## config.mk

```make
export PLATFORM = sky130hd
export DESIGN_NAME = voxel_cube_frame_buffer
export DESIGN_NICKNAME = d
export VERILOG_FILES = /design/src/rtl/vcfb_pkg.sv /design/src/rtl/voxel_cube_frame_buffer.sv /design/src/rtl/vcfb_fifo.sv /design/src/rtl/vcfb_front.sv /design/src/rtl/vcfb_back.sv
export SDC_FILE = /design/constraint.sdc
export NUM_CORES = 2
export LEC_CHECK = 0
export ABC_AREA = 1
export BUFFER_PORTS_ARGS = -buffer_cell sky130_fd_sc_hd__buf_2
export CAP_MARGIN = 5
export CORE_ASPECT_RATIO = 0.6
export CORE_MARGIN = 4
export CORE_UTILIZATION = 31
export CTS_BUF_LIST = sky130_fd_sc_hd__clkbuf_8
export CTS_CLUSTER_DIAMETER = 120
export DETAILED_ROUTE_END_ITERATION = 12
export HOLD_SLACK_MARGIN = 0.1
export SLEW_MARGIN = 10
export SYNTH_ARGS = -nofsm -noshare
export SYNTH_HDL_FRONTEND = slang
export SYNTH_SLANG_ARGS = --single-unit
export TNS_END_PERCENT = 50
```

## constraint.sdc

```tcl
create_clock -name i_clk -period 6.65 [get_ports i_clk]
set_input_delay 0.3325 -clock i_clk [delete_from_list [all_inputs] [get_ports i_clk]]
set_output_delay 0.3325 -clock i_clk [all_outputs]
set_load 0.02 [all_outputs]
```

## src/rtl/vcfb_pkg.sv

```systemverilog
// Shared types, codes and helpers for the voxel cube frame buffer.
// No dependencies; the top, front and back files import this package.
package vcfb_pkg;

    // Default frame geometry
    localparam int MAX_X_DEF = 8;
    localparam int MAX_Y_DEF = 8;
    localparam int MAX_Z_DEF = 8;

    // Configuration port
    localparam int APB_AW = 4;
    localparam int APB_DW = 32;
    localparam logic [1:0] REG_WIDTH  = 2'd0;
    localparam logic [1:0] REG_DEPTH  = 2'd1;
    localparam logic [1:0] REG_LAYERS = 2'd2;
    localparam logic [3:0] SIZE_RST   = 4'd8;

    // Command codes
    localparam logic [2:0] ACT_SET    = 3'd0;
    localparam logic [2:0] ACT_CLR    = 3'd1;
    localparam logic [2:0] ACT_READ   = 3'd2;
    localparam logic [2:0] ACT_XLAT   = 3'd3;
    localparam logic [2:0] ACT_CLRALL = 3'd4;
    localparam logic [2:0] ACT_UPDATE = 3'd5;
    localparam logic [2:0] ACT_SCAN   = 3'd6;
    localparam logic [2:0] ACT_NONE   = 3'd7;

    // Result kinds
    localparam logic [1:0] KIND_BIT = 2'd0;
    localparam logic [1:0] KIND_ROW = 2'd1;
    localparam logic [1:0] KIND_SEL = 2'd2;

    // Classified command handed from front to back
    typedef struct packed {
        logic [2:0] op;
        logic [4:0] x;
        logic [4:0] y;
        logic [4:0] z;
        logic       coord_ok;
    } t_cmd;

    // One result word
    typedef struct packed {
        logic [1:0] kind;
        logic [7:0] value;
        logic       last;
    } t_res;

    // Clamped active sizes, 1 up to the frame geometry (15 at most)
    typedef struct packed {
        logic [4:0] w;
        logic [4:0] h;
        logic [4:0] n;
    } t_size;

    // Clamp a size register to 1..mx
    function automatic logic [4:0] clamp_size(logic [3:0] v, logic [4:0] mx);
        logic [4:0] r;
        begin
            r = {1'b0, v};
            if (v == 4'd0) begin
                r = 5'd1;
            end else if ({1'b0, v} > mx) begin
                r = mx;
            end
            return r;
        end
    endfunction

endpackage

```

## src/rtl/voxel_cube_frame_buffer.sv

```systemverilog
// Voxel cube frame buffer: a work frame and a display frame of MAX_Y*MAX_Z
// rows, each kept in a one-port-write, one-port-read memory and walked by a
// sequencer one row per cycle in translate, clear all and update sweeps;
// a scan reads a row and puts it out in separate steps and can stall on the
// result side. After reset a clearing pass over all rows zeroes both frames,
// with full held high. Out-of-range set, clear and read voxel commands skip
// the memory; a read of one returns zero. A command queue lets new words in
// while the sequencer runs, and a result queue holds words until popped.
// Depends on vcfb_pkg, vcfb_fifo, vcfb_front and vcfb_back.
module voxel_cube_frame_buffer #(
    parameter int MAX_X = vcfb_pkg::MAX_X_DEF,
    parameter int MAX_Y = vcfb_pkg::MAX_Y_DEF,
    parameter int MAX_Z = vcfb_pkg::MAX_Z_DEF
) (
    input  logic                          i_clk,
    input  logic                          i_rst_n,
    input  logic                          push,
    output logic                          full,
    input  logic [2:0]                    i_action,
    input  logic [4:0]                    i_x,
    input  logic [4:0]                    i_y,
    input  logic [4:0]                    i_z,
    output logic                          empty,
    input  logic                          pop,
    output logic [1:0]                    o_kind,
    output logic [7:0]                    o_value,
    output logic                          o_last,
    input  logic                          psel,
    input  logic                          penable,
    input  logic                          pwrite,
    input  logic [vcfb_pkg::APB_AW-1:0]   paddr,
    input  logic [vcfb_pkg::APB_DW-1:0]   pwdata,
    output logic [vcfb_pkg::APB_DW-1:0]   prdata,
    output logic                          pready
);
    import vcfb_pkg::*;

    logic [3:0] r_width, r_depth, r_layers;
    t_size      w_size;
    t_cmd       w_cmd_in, w_cmd_out;
    t_res       w_res_in, w_res_out;
    logic       w_q_push, w_q_full, w_q_empty, w_q_pop;
    logic       w_r_push, w_r_full, w_init;
    logic       w_wr;

    // Configuration registers
    assign pready = 1'b1;
    assign w_wr   = psel && penable && pwrite && pready;

    always_ff @(posedge i_clk) begin
        if (!i_rst_n) begin
            r_width  <= SIZE_RST;
            r_depth  <= SIZE_RST;
            r_layers <= SIZE_RST;
        end else if (w_wr) begin
            case (paddr[3:2])
                REG_WIDTH:  r_width  <= pwdata[3:0];
                REG_DEPTH:  r_depth  <= pwdata[3:0];
                REG_LAYERS: r_layers <= pwdata[3:0];
                default: begin
                end
            endcase
        end
    end

    always_comb begin
        case (paddr[3:2])
            REG_WIDTH:  prdata = APB_DW'(r_width);
            REG_DEPTH:  prdata = APB_DW'(r_depth);
            REG_LAYERS: prdata = APB_DW'(r_layers);
            default:    prdata = '0;
        endcase
    end

    // Clamp sizes to the frame geometry
    assign w_size.w = clamp_size(r_width, 5'(MAX_X));
    assign w_size.h = clamp_size(r_depth, 5'(MAX_Y));
    assign w_size.n = clamp_size(r_layers, 5'(MAX_Z));

    vcfb_front u_front (
        .i_push   (push),
        .o_full   (full),
        .i_action (i_action),
        .i_x      (i_x),
        .i_y      (i_y),
        .i_z      (i_z),
        .i_size   (w_size),
        .i_q_full (w_q_full),
        .i_init   (w_init),
        .o_q_push (w_q_push),
        .o_cmd    (w_cmd_in)
    );

    vcfb_fifo #(.W($bits(t_cmd)), .DEPTH(2)) u_cmd_q (
        .i_clk   (i_clk),
        .i_rst_n (i_rst_n),
        .i_wr    (w_q_push),
        .i_wdata (w_cmd_in),
        .o_full  (w_q_full),
        .i_rd    (w_q_pop),
        .o_rdata (w_cmd_out),
        .o_empty (w_q_empty)
    );

    vcfb_back #(.MAX_X(MAX_X), .MAX_Y(MAX_Y), .MAX_Z(MAX_Z)) u_back (
        .i_clk       (i_clk),
        .i_rst_n     (i_rst_n),
        .i_size      (w_size),
        .i_cmd       (w_cmd_out),
        .i_cmd_empty (w_q_empty),
        .o_cmd_pop   (w_q_pop),
        .i_res_full  (w_r_full),
        .o_res_push  (w_r_push),
        .o_res       (w_res_in),
        .o_init      (w_init)
    );

    vcfb_fifo #(.W($bits(t_res)), .DEPTH(4)) u_res_q (
        .i_clk   (i_clk),
        .i_rst_n (i_rst_n),
        .i_wr    (w_r_push),
        .i_wdata (w_res_in),
        .o_full  (w_r_full),
        .i_rd    (pop),
        .o_rdata (w_res_out),
        .o_empty (empty)
    );

    assign o_kind  = w_res_out.kind;
    assign o_value = w_res_out.value;
    assign o_last  = w_res_out.last;

endmodule

```

## src/rtl/vcfb_fifo.sv

```systemverilog
// Small register queue used for commands and for results.
// Depends on nothing but its parameters.
module vcfb_fifo #(
    parameter int W     = 8,
    parameter int DEPTH = 2
) (
    input  logic         i_clk,
    input  logic         i_rst_n,
    input  logic         i_wr,
    input  logic [W-1:0] i_wdata,
    output logic         o_full,
    input  logic         i_rd,
    output logic [W-1:0] o_rdata,
    output logic         o_empty
);
    localparam int PW = (DEPTH > 1) ? $clog2(DEPTH) : 1;
    localparam int CW = $clog2(DEPTH + 1);

    logic [W-1:0]  r_mem [DEPTH];
    logic [PW-1:0] r_wp, n_wp, r_rp, n_rp;
    logic [CW-1:0] r_cnt, n_cnt;
    logic          w_wr, w_rd;

    assign o_full  = (r_cnt == CW'(DEPTH));
    assign o_empty = (r_cnt == '0);
    assign o_rdata = r_mem[r_rp];
    assign w_wr    = i_wr && !o_full;
    assign w_rd    = i_rd && !o_empty;

    // Advance pointers and count
    always_comb begin
        n_wp  = r_wp;
        n_rp  = r_rp;
        n_cnt = r_cnt;
        if (w_wr) begin
            n_wp = (r_wp == PW'(DEPTH - 1)) ? '0 : r_wp + 1'b1;
        end
        if (w_rd) begin
            n_rp = (r_rp == PW'(DEPTH - 1)) ? '0 : r_rp + 1'b1;
        end
        if (w_wr && !w_rd) begin
            n_cnt = r_cnt + 1'b1;
        end else if (w_rd && !w_wr) begin
            n_cnt = r_cnt - 1'b1;
        end
    end

    always_ff @(posedge i_clk) begin
        if (!i_rst_n) begin
            r_wp  <= '0;
            r_rp  <= '0;
            r_cnt <= '0;
        end else begin
            r_wp  <= n_wp;
            r_rp  <= n_rp;
            r_cnt <= n_cnt;
        end
    end

    // Store word
    always_ff @(posedge i_clk) begin
        if (w_wr) begin
            r_mem[r_wp] <= i_wdata;
        end
    end

endmodule

```

## src/rtl/vcfb_front.sv

```systemverilog
// Front end: takes input words, checks coordinates against the active size
// and queues classified commands. Depends on vcfb_pkg.
module vcfb_front (
    input  logic             i_push,
    output logic             o_full,
    input  logic [2:0]       i_action,
    input  logic [4:0]       i_x,
    input  logic [4:0]       i_y,
    input  logic [4:0]       i_z,
    input  vcfb_pkg::t_size  i_size,
    input  logic             i_q_full,
    input  logic             i_init,
    output logic             o_q_push,
    output vcfb_pkg::t_cmd   o_cmd
);
    import vcfb_pkg::*;

    logic w_inside;

    // Coordinate is inside when non-negative and below the active size
    assign w_inside = !i_x[4] && !i_y[4] && !i_z[4] &&
                      ({1'b0, i_x[3:0]} < i_size.w) &&
                      ({1'b0, i_y[3:0]} < i_size.h) &&
                      ({1'b0, i_z[3:0]} < i_size.n);

    // Hold off input during the clearing pass; drop the unused action
    assign o_full   = i_q_full || i_init;
    assign o_q_push = i_push && !o_full && (i_action != ACT_NONE);

    assign o_cmd.op       = i_action;
    assign o_cmd.x        = i_x;
    assign o_cmd.y        = i_y;
    assign o_cmd.z        = i_z;
    assign o_cmd.coord_ok = w_inside;

endmodule

```

## src/rtl/vcfb_back.sv

```systemverilog
// Back end: frame memories and the sequencer that runs voxel, translate,
// clear, update and scan commands. Depends on vcfb_pkg.
module vcfb_back #(
    parameter int MAX_X = vcfb_pkg::MAX_X_DEF,
    parameter int MAX_Y = vcfb_pkg::MAX_Y_DEF,
    parameter int MAX_Z = vcfb_pkg::MAX_Z_DEF
) (
    input  logic             i_clk,
    input  logic             i_rst_n,
    input  vcfb_pkg::t_size  i_size,
    input  vcfb_pkg::t_cmd   i_cmd,
    input  logic             i_cmd_empty,
    output logic             o_cmd_pop,
    input  logic             i_res_full,
    output logic             o_res_push,
    output vcfb_pkg::t_res   o_res,
    output logic             o_init
);
    import vcfb_pkg::*;

    localparam int RW   = MAX_X;
    localparam int ROWS = MAX_Y * MAX_Z;
    localparam int AW   = (ROWS > 1) ? $clog2(ROWS) : 1;
    localparam int KW   = (MAX_Z > 1) ? $clog2(MAX_Z) : 1;
    localparam int JW   = (MAX_Y > 1) ? $clog2(MAX_Y) : 1;

    localparam logic [3:0] S_INIT     = 4'd0;
    localparam logic [3:0] S_IDLE     = 4'd1;
    localparam logic [3:0] S_VOX      = 4'd2;
    localparam logic [3:0] S_XLAT     = 4'd3;
    localparam logic [3:0] S_CLR      = 4'd4;
    localparam logic [3:0] S_COPY     = 4'd5;
    localparam logic [3:0] S_SCAN_RD  = 4'd6;
    localparam logic [3:0] S_SCAN_PUT = 4'd7;
    localparam logic [3:0] S_SEL      = 4'd8;

    logic [RW-1:0] r_wmem [ROWS];
    logic [RW-1:0] r_dmem [ROWS];
    logic [RW-1:0] r_wrd, r_drd;

    logic [3:0]    r_state, n_state;
    logic [AW-1:0] r_a, n_a;
    logic [KW-1:0] r_k, n_k;
    logic [JW-1:0] r_j, n_j;
    logic          r_desc, n_desc;
    logic [2:0]    r_layer, n_layer;
    logic [2:0]    r_scan, n_scan;
    t_cmd          r_cmd, n_cmd;
    logic          r_p_vld, n_p_vld;
    logic [AW-1:0] r_p_addr, n_p_addr;
    logic          r_p_ok, n_p_ok;
    logic          r_p_copy, n_p_copy;

    logic [AW-1:0] w_raddr, w_waddr, w_draddr, w_dwaddr;
    logic [RW-1:0] w_wdata, w_ddata, w_mask, w_bit;
    logic          w_we, w_de;
    logic signed [6:0] w_sk, w_sj;
    logic          w_src_ok;
    logic [9:0]    w_off;
    logic [4:0]    w_nxt_layer;
    logic [15:0]   w_row16;

    function automatic logic [AW-1:0] row_addr(logic [KW-1:0] k, logic [JW-1:0] j);
        return AW'(9'(k) * 9'(MAX_Y) + 9'(j));
    endfunction

    // Shift one row along x with zero fill
    function automatic logic [RW-1:0] shift_row(logic [RW-1:0] r, logic [4:0] d,
                                                logic [4:0] w, logic [RW-1:0] m);
        logic [4:0]    mag;
        logic [RW-1:0] q;
        begin
            mag = d[4] ? (~d + 5'd1) : d;
            if (d == 5'd0) begin
                q = r;
            end else if (mag >= w) begin
                q = '0;
            end else if (!d[4]) begin
                q = (r << mag) & m;
            end else begin
                q = (r & m) >> mag;
            end
            return q;
        end
    endfunction

    // Active width mask
    always_comb begin
        for (int i = 0; i < RW; i++) begin
            w_mask[i] = (5'(i) < i_size.w);
        end
    end

    assign w_bit   = RW'(1) << r_cmd.x[3:0];
    assign w_sk    = $signed(7'(r_k)) - 7'($signed(r_cmd.z));
    assign w_sj    = $signed(7'(r_j)) - 7'($signed(r_cmd.y));
    assign w_src_ok = !w_sk[6] && (w_sk < $signed(7'(i_size.n))) &&
                      !w_sj[6] && (w_sj < $signed(7'(i_size.h)));
    assign w_off   = 10'($signed(i_cmd.z)) * 10'(MAX_Y) + 10'($signed(i_cmd.y));
    assign w_nxt_layer = 5'(r_layer) + 5'd1;
    assign w_row16 = 16'(r_drd & w_mask);
    assign o_init  = (r_state == S_INIT);

    // Sequencer
    always_comb begin
        n_state  = r_state;
        n_a      = r_a;
        n_k      = r_k;
        n_j      = r_j;
        n_desc   = r_desc;
        n_layer  = r_layer;
        n_scan   = r_scan;
        n_cmd    = r_cmd;
        n_p_vld  = 1'b0;
        n_p_addr = r_p_addr;
        n_p_ok   = r_p_ok;
        n_p_copy = r_p_copy;
        w_raddr  = '0;
        w_draddr = '0;
        w_we     = 1'b0;
        w_waddr  = '0;
        w_wdata  = '0;
        w_de     = 1'b0;
        w_dwaddr = '0;
        w_ddata  = '0;
        o_cmd_pop  = 1'b0;
        o_res_push = 1'b0;
        o_res      = '0;

        // Finish the write of the previous sweep step
        if (r_p_vld) begin
            if (r_p_copy) begin
                w_de     = 1'b1;
                w_dwaddr = r_p_addr;
                w_ddata  = r_wrd;
            end else begin
                w_we    = 1'b1;
                w_waddr = r_p_addr;
                w_wdata = r_p_ok ? shift_row(r_wrd, r_cmd.x, i_size.w, w_mask) : '0;
            end
        end

        case (r_state)
            S_INIT: begin
                w_we     = 1'b1;
                w_waddr  = r_a;
                w_de     = 1'b1;
                w_dwaddr = r_a;
                if (r_a == AW'(ROWS - 1)) begin
                    n_a     = '0;
                    n_state = S_IDLE;
                end else begin
                    n_a = r_a + 1'b1;
                end
            end
            S_IDLE: begin
                if (!r_p_vld && !i_cmd_empty) begin
                    case (i_cmd.op)
                        ACT_SET, ACT_CLR: begin
                            o_cmd_pop = 1'b1;
                            n_cmd     = i_cmd;
                            if (i_cmd.coord_ok) begin
                                w_raddr = row_addr(KW'(i_cmd.z[3:0]), JW'(i_cmd.y[3:0]));
                                n_state = S_VOX;
                            end
                        end
                        ACT_READ: begin
                            if (!i_res_full) begin
                                o_cmd_pop = 1'b1;
                                n_cmd     = i_cmd;
                                if (i_cmd.coord_ok) begin
                                    w_raddr = row_addr(KW'(i_cmd.z[3:0]),
                                                       JW'(i_cmd.y[3:0]));
                                    n_state = S_VOX;
                                end else begin
                                    o_res_push = 1'b1;
                                    o_res      = '{kind: KIND_BIT, value: 8'd0, last: 1'b1};
                                end
                            end
                        end
                        ACT_XLAT: begin
                            o_cmd_pop = 1'b1;
                            n_cmd     = i_cmd;
                            // Walk downward when sources lie below destinations
                            n_desc    = !w_off[9] && (w_off != 10'd0);
                            if (!w_off[9] && (w_off != 10'd0)) begin
                                n_k = KW'(i_size.n - 5'd1);
                                n_j = JW'(i_size.h - 5'd1);
                            end else begin
                                n_k = '0;
                                n_j = '0;
                            end
                            n_state = S_XLAT;
                        end
                        ACT_CLRALL: begin
                            o_cmd_pop = 1'b1;
                            n_a       = '0;
                            n_state   = S_CLR;
                        end
                        ACT_UPDATE: begin
                            o_cmd_pop = 1'b1;
                            n_a       = '0;
                            n_state   = S_COPY;
                        end
                        ACT_SCAN: begin
                            o_cmd_pop = 1'b1;
                            n_layer   = ({2'b0, r_scan} < i_size.n) ? r_scan : 3'd0;
                            n_j       = '0;
                            n_state   = S_SCAN_RD;
                        end
                        default: begin
                            o_cmd_pop = 1'b1;
                        end
                    endcase
                end
            end
            S_VOX: begin
                case (r_cmd.op)
                    ACT_SET: begin
                        w_we    = 1'b1;
                        w_waddr = row_addr(KW'(r_cmd.z[3:0]), JW'(r_cmd.y[3:0]));
                        w_wdata = r_wrd | w_bit;
                    end
                    ACT_CLR: begin
                        w_we    = 1'b1;
                        w_waddr = row_addr(KW'(r_cmd.z[3:0]), JW'(r_cmd.y[3:0]));
                        w_wdata = r_wrd & ~w_bit;
                    end
                    default: begin
                        o_res_push = 1'b1;
                        o_res      = '{kind: KIND_BIT,
                                       value: {7'd0, |(r_wrd & w_bit)},
                                       last: 1'b1};
                    end
                endcase
                n_state = S_IDLE;
            end
            S_XLAT: begin
                if (w_src_ok) begin
                    w_raddr = row_addr(KW'(w_sk), JW'(w_sj));
                end
                n_p_vld  = 1'b1;
                n_p_addr = row_addr(r_k, r_j);
                n_p_ok   = w_src_ok;
                n_p_copy = 1'b0;
                if (r_desc) begin
                    if (r_j == '0) begin
                        n_j = JW'(i_size.h - 5'd1);
                        if (r_k == '0) begin
                            n_state = S_IDLE;
                        end else begin
                            n_k = r_k - 1'b1;
                        end
                    end else begin
                        n_j = r_j - 1'b1;
                    end
                end else begin
                    if (5'(r_j) == i_size.h - 5'd1) begin
                        n_j = '0;
                        if (5'(r_k) == i_size.n - 5'd1) begin
                            n_state = S_IDLE;
                        end else begin
                            n_k = r_k + 1'b1;
                        end
                    end else begin
                        n_j = r_j + 1'b1;
                    end
                end
            end
            S_CLR: begin
                w_we    = 1'b1;
                w_waddr = r_a;
                w_wdata = '0;
                if (r_a == AW'(ROWS - 1)) begin
                    n_a     = '0;
                    n_state = S_IDLE;
                end else begin
                    n_a = r_a + 1'b1;
                end
            end
            S_COPY: begin
                w_raddr  = r_a;
                n_p_vld  = 1'b1;
                n_p_addr = r_a;
                n_p_copy = 1'b1;
                if (r_a == AW'(ROWS - 1)) begin
                    n_a     = '0;
                    n_state = S_IDLE;
                end else begin
                    n_a = r_a + 1'b1;
                end
            end
            S_SCAN_RD: begin
                if (!i_res_full) begin
                    w_draddr = row_addr(KW'(r_layer), r_j);
                    n_state  = S_SCAN_PUT;
                end
            end
            S_SCAN_PUT: begin
                o_res_push = 1'b1;
                o_res      = '{kind: KIND_ROW, value: w_row16[7:0], last: 1'b0};
                if (5'(r_j) == i_size.h - 5'd1) begin
                    n_state = S_SEL;
                end else begin
                    n_j     = r_j + 1'b1;
                    n_state = S_SCAN_RD;
                end
            end
            S_SEL: begin
                if (!i_res_full) begin
                    o_res_push = 1'b1;
                    o_res      = '{kind: KIND_SEL, value: 8'd1 << r_layer, last: 1'b1};
                    n_scan     = (w_nxt_layer == i_size.n) ? 3'd0 : w_nxt_layer[2:0];
                    n_state    = S_IDLE;
                end
            end
            default: begin
                n_state = S_IDLE;
            end
        endcase
    end

    always_ff @(posedge i_clk) begin
        if (!i_rst_n) begin
            r_state <= S_INIT;
            r_a     <= '0;
            r_scan  <= '0;
            r_p_vld <= 1'b0;
        end else begin
            r_state <= n_state;
            r_a     <= n_a;
            r_scan  <= n_scan;
            r_p_vld <= n_p_vld;
        end
    end

    always_ff @(posedge i_clk) begin
        r_k      <= n_k;
        r_j      <= n_j;
        r_desc   <= n_desc;
        r_layer  <= n_layer;
        r_cmd    <= n_cmd;
        r_p_addr <= n_p_addr;
        r_p_ok   <= n_p_ok;
        r_p_copy <= n_p_copy;
    end

    // Work frame memory
    always_ff @(posedge i_clk) begin
        if (w_we) begin
            r_wmem[w_waddr] <= w_wdata;
        end
        r_wrd <= r_wmem[w_raddr];
    end

    // Display frame memory
    always_ff @(posedge i_clk) begin
        if (w_de) begin
            r_dmem[w_dwaddr] <= w_ddata;
        end
        r_drd <= r_dmem[w_draddr];
    end

    a_push_room: assert property (@(posedge i_clk) disable iff (!i_rst_n)
        o_res_push |-> !i_res_full)
        else $error("result pushed into a full queue");

    a_pend_src: assert property (@(posedge i_clk) disable iff (!i_rst_n)
        r_p_vld |-> ($past(r_state) == S_XLAT || $past(r_state) == S_COPY))
        else $error("pending row write without a sweep");

    a_pop_idle: assert property (@(posedge i_clk) disable iff (!i_rst_n)
        o_cmd_pop |-> (r_state == S_IDLE && !r_p_vld))
        else $error("command taken while busy");

endmodule
```

==> metrics.txt <==
# TYPE chip_impl_metric gauge
chip_impl_metric{name="die_area",unit="µm²"} 180200
chip_impl_metric{name="critical_path.max_fanout",unit=""} 66
chip_impl_metric{name="finalMaxSlewViolations",unit=""} 0
chip_impl_metric{name="remaining_routing_drc_violations",unit=""} 0
chip_impl_metric{name="cts_buffers",unit=""} 172
chip_impl_metric{name="worst_path_largest_cell_delay",unit="ns"} 0.99
chip_impl_metric{name="synth_enable_flop_cells",unit=""} 1142
chip_impl_metric{name="pwr-share-seq",unit=""} 0.535
chip_impl_metric{name="fillerInstances",unit=""} 16670
chip_impl_metric{name="synth_cell_types",unit=""} 53
chip_impl_metric{name="path_clk_slew",unit="ns"} 0.07
chip_impl_metric{name="critical_path_arrival",unit="ns"} 6.30
chip_impl_metric{name="nets",unit=""} 4970
chip_impl_metric{name="share_comb_of_total_power",unit=""} 0.112
chip_impl_metric{name="dieHeight",unit="µm"} 330.4
chip_impl_metric{name="dpl.hpwl",unit="µm"} 98790
chip_impl_info{name="crit_type",value="flip-flop to flip-flop"} 1
chip_impl_metric{name="timing.reg2reg.worst_path_depth",unit=""} 17
chip_impl_metric{name="clock-skew-final",unit="ns"} 0.04474
chip_impl_metric{name="p_per_area",unit="nW/µm²"} 272.0
chip_impl_metric{name="viasPerCell",unit=""} 5.082
chip_impl_metric{name="synth.ff_latch_count",unit=""} 1198
chip_impl_metric{name="slew-limit-headroom",unit=""} 0.08781
chip_impl_metric{name="cts-htree-levels",unit=""} 4
chip_impl_metric{name="ff2ff_setup_slack",unit="ns"} 1.17
chip_impl_metric{name="final.period_utilization",unit=""} 0.8236
chip_impl_info{name="outcome",value="finished clean"} 1
chip_impl_metric{name="synth.mux.area_fraction",unit=""} 0
chip_impl_metric{name="postLayoutCellArea",unit="µm²"} 59980
chip_impl_metric{name="worst_pin_slew",unit="ns"} 1.357
chip_impl_metric{name="die_width",unit="µm"} 545.3
chip_impl_metric{name="number_of_antenna_violations_at_the_first_check_in_global_routing",unit=""} 18
chip_impl_info{name="synth-main-ff-cell",value="sky130_fd_sc_hd__edfxtp_1"} 1
chip_impl_metric{name="post_synth_fa_ha_maj_area_fraction",unit=""} 0.01468
chip_impl_info{name="cts_root_buffer",value="sky130_fd_sc_hd__clkbuf_8"} 1
chip_impl_metric{name="first_global_vias",unit=""} 34200
chip_impl_info{name="cpMaxStageDelayCell",value="sky130_fd_sc_hd__dfxtp_1"} 1
chip_impl_metric{name="total_power",unit="mW"} 16.32
chip_impl_metric{name="p_sw",unit="mW"} 4.548
chip_impl_metric{name="min_period",unit="ns"} 5.477
chip_impl_metric{name="max-cap-violations",unit=""} 0
chip_impl_metric{name="gp_congestion",unit=""} 0.9311
chip_impl_metric{name="power.share.switching",unit=""} 0.2788
chip_impl_info{name="start_kind",value="flip-flop"} 1
chip_impl_metric{name="wire_per_inst",unit="µm"} 21.32
chip_impl_metric{name="syn_to_final_growth",unit="%"} 11.69
chip_impl_metric{name="row_count",unit=""} 117
chip_impl_metric{name="vdd_drop_max",unit="mV"} 0.1478
chip_impl_metric{name="post_synth_and_or_nand_nor_area_fraction",unit=""} 0.1808
chip_impl_info{name="min-delay-path-class",value="primary input to flip-flop"} 1
chip_impl_info{name="r2r-end",value="u_back.r_wrd[6]$_DFF_P_"} 1
chip_impl_info{name="end_of_the_critical_path",value="u_back.r_wrd[6]$_DFF_P_"} 1
chip_impl_metric{name="dr_total_vias",unit=""} 36880
chip_impl_metric{name="lkg_pwr",unit="nW"} 20.35
chip_impl_metric{name="grt_remaining_overflow",unit=""} 0
chip_impl_metric{name="ys_async_sr_fraction",unit=""} 0
chip_impl_metric{name="global_route.usage.total",unit=""} 0.1669
chip_impl_metric{name="insertion_delay",unit="ns"} 0.89
chip_impl_metric{name="finalSetupTns",unit="ns"} 0
chip_impl_info{name="crit_family",value="simple AND/OR/NAND/NOR gates"} 1
chip_impl_metric{name="grt_first_pass_wirelength",unit="µm"} 226900
chip_impl_metric{name="cp.required",unit="ns"} 7.47
chip_impl_metric{name="tritoncts_num_sinks",unit=""} 1198
chip_impl_metric{name="clockPowerShare",unit=""} 0.354
chip_impl_info{name="cp-end-kind",value="flip-flop"} 1
chip_impl_metric{name="synthXorXnorAreaFrac",unit=""} 0.003262
chip_impl_metric{name="finalHoldViolations",unit=""} 0
chip_impl_metric{name="coreArea",unit="µm²"} 170800
chip_impl_metric{name="setup-violations-final",unit=""} 0
chip_impl_metric{name="cts_repair_resize_count",unit=""} 0
chip_impl_metric{name="critical_path_depth",unit=""} 17
chip_impl_metric{name="buffer_ports.inserted",unit=""} 47
chip_impl_metric{name="synthesis.yosys.warnings",unit=""} 0
chip_impl_metric{name="critical_path.n_buffers_inverters",unit=""} 4
chip_impl_metric{name="detailedRoute.firstIterationViolations",unit=""} 4554
chip_impl_info{name="top_usage_layer",value="met1"} 1
chip_impl_metric{name="post_route_antenna_net_violation_count",unit=""} 0
chip_impl_metric{name="multi_input_gate_area_in_the_final_layout",unit="µm²"} 15100
chip_impl_metric{name="use_met1",unit=""} 0.2636
chip_impl_metric{name="post_synth_inst_count",unit=""} 4782
chip_impl_metric{name="initial_core_util",unit=""} 0.3143
chip_impl_info{name="grt_setup_unrepaired",value="false"} 1
chip_impl_metric{name="layout.area.seq",unit="µm²"} 35410
chip_impl_metric{name="routed_wl",unit="µm"} 154700
chip_impl_info{name="critical-path-top-cell-by-count",value="sky130_fd_sc_hd__nand3_1"} 1
chip_impl_info{name="synth_top_family_by_area",value="simple AND/OR/NAND/NOR gates"} 1
chip_impl_metric{name="synth-seq-area-share",unit=""} 0.6595
chip_impl_metric{name="cts.path.max_buffers",unit=""} 3
chip_impl_metric{name="num_io_pins",unit=""} 107
chip_impl_metric{name="use_met2",unit=""} 0.2058
chip_impl_info{name="critical_path.cell_chain",value="inv_2 -> o21ai_0 -> nand2_1 -> nand3_1 -> nor2_1 -> nand2_2 -> o21ai_1 -> inv_1 -> nand2_4 -> inv_2 -> buf_12 -> nand3_1 -> nand3_1 -> nand3_1 -> nand3_1 -> nand3_1 -> nand2_1"} 1
chip_impl_metric{name="postSynthAreaPerCell",unit="µm²"} 11.23
chip_impl_metric{name="netlist_area",unit="µm²"} 53700
chip_impl_metric{name="globalRouteMet3Util",unit=""} 0.06289
chip_impl_metric{name="synth_compound_area_frac",unit=""} 0.07666
chip_impl_metric{name="final_layout_size_suffix_gt1_frac",unit=""} 0.1052
chip_impl_metric{name="detailedRoute.firstPassIterationCount",unit=""} 6
chip_impl_metric{name="dpl_cell_area",unit="µm²"} 56290
chip_impl_metric{name="grt_max_degree",unit=""} 157
chip_impl_metric{name="max_clock_freq",unit="MHz"} 182.6
chip_impl_metric{name="cellInternalPower",unit="mW"} 11.77
chip_impl_info{name="tritoncts_clock_tree",value="yes"} 1
-- power by group through the flow --
stage | Sequential (mW) | Clock [mW] | Combinational, mW
floorplan | 8.79 | 0 | 1.04
global placement | 8.87 | 0 | 1.73
detailed placement | 8.88 | 0 | 1.75
CTS | 8.72 | 5.88 | 1.78
global route | 8.75 | 6.25 | 1.96
finish | 8.72 | 5.77 | 1.82
-- worst register-to-register path: cells and delay by family, from the launching register on --
family / cells / cell delay (ns)
simple gates: 11 / 1.86
flops: 1 / 0.99
buf+inv: 4 / 1.60
compound gates: 2 / 0.94
-- layout make-up --
cell class | count | area share
flip-flops and latches | 1198 | 0.5905
multi-input cells | 2791 | 0.2518
well taps | 2261 | 0.04717
clock buffers | 187 | 0.04291
inverters | 532 | 0.03346
repair buffers | 154 | 0.02186
clock inverters | 128 | 0.01212
diodes | 6 | 0.0002503
-- cells in the final DEF, fill, tap and decap left out, types with 52 or more instances in the layout --
cell	instances
sky130_fd_sc_hd__ha_1	55
sky130_fd_sc_hd__nor2_1	505
sky130_fd_sc_hd__a21oi_1	63
sky130_fd_sc_hd__o311ai_0	52
sky130_fd_sc_hd__or2_2	135
sky130_fd_sc_hd__buf_4	54
sky130_fd_sc_hd__clkbuf_8	187
sky130_fd_sc_hd__nand2_1	577
sky130_fd_sc_hd__edfxtp_1	1142
sky130_fd_sc_hd__nand3b_1	169
sky130_fd_sc_hd__nand3_1	644
sky130_fd_sc_hd__dfxtp_1	56
sky130_fd_sc_hd__o31ai_1	69
sky130_fd_sc_hd__o21ai_0	117
sky130_fd_sc_hd__inv_1	563
sky130_fd_sc_hd__o211ai_1	212
-- flip-flops by register name, indices dropped and copies added, names as in the netlist, 6 cells and up, named ones only --
| name | cells |
|---|---|
| u_back.r_cmd | 18 |
| u_back.r_a | 6 |
| u_res_q.r_mem | 44 |
| u_cmd_q.r_mem | 38 |
| u_back.r_wmem | 512 |
| u_back.r_drd | 8 |
| u_back.r_dmem | 512 |
| u_back.r_p_addr | 6 |
| u_back.r_wrd | 8 |
-- per-layer routing --
metal / share of wire / vias up
met5: 0.0022 / -
met4: 0.018 / 10
met1: 0.49 / 17990
li1: - / 16990
met3: 0.13 / 212
met2: 0.37 / 1687
-- through the flow --
step	utilization	setup slack [ns]	instances	hold WS (ns)
finish	0.3511	1.173	7257	0.1610
global route	0.3511	0.8573	7255	0.1666
detailed placement	0.3295	1.394	6898	0.4455
floorplan	-	0.7445	4809	0.4255
global placement	0.3295	1.551	6898	0.4327
CTS	0.3509	1.334	7249	0.1101
-- worst min path at each step --
| stage | from | end | slack (ns) | depth (start not counted) |
|---|---|---|---|---|
| 5_1_grt | i_action[1] | u_cmd_q.r_mem[0][17]$_DFFE_PP_ | 0.17 | 2 |
| 6_report | penable | r_width[0]$_SDFFE_PN0P_ | 0.16 | 5 |
| 3_3_place_gp | u_cmd_q.r_rp$_SDFFE_PN0P_ | flip-flop | 0.43 | 1 |
| 2_1_floorplan | u_cmd_q.r_rp$_SDFFE_PN0P_ | flip-flop | 0.43 | 1 |
| 3_5_place_dp | u_cmd_q.r_rp$_SDFFE_PN0P_ | u_cmd_q.r_rp$_SDFFE_PN0P_ | 0.45 | 1 |
| 4_1_cts | penable | r_width[0]$_SDFFE_PN0P_ | 0.11 | 5 |
-- cell usage after synthesis, drive strengths merged, types with 6 or more instances --
master  number  area, µm²
edfxtp    1142      34290
nand3      647       3238
nand2      586       2215
inv        526       1974
nor2       516       1944
o211ai     212       1592
nand3b     169       1269
buf        166       1036
or2        135      844.6
o21ai      124      620.6
clkbuf     122      457.9
o31ai       69      518.0
o311ai      65      569.3
a21oi       64      320.3
dfxtp       56       1121
ha          55      688.2
o22ai       22      137.6
nor3        18      121.4
xor2        16      140.1
a211oi       8      60.06
o21a         8      60.06
nand4        7      43.79
clkinv       6      22.52
-- logic make-up (layout without fill, tap and decap cells) --
group	Yosys count	in the layout
simple gates	2082	2082
flops	1198	1198
buf+inv	820	1001
compound gates	600	600
fa+ha+maj	60	60
xor+xnor	20	20
other cells	2	35
-- timing repair --
action                                 CTS  global route
hold buffers                            36             0
buffers inserted                         0             0
endpoints found under the hold margin   69             0
Note: power is estimated with default switching activity, not from simulation.
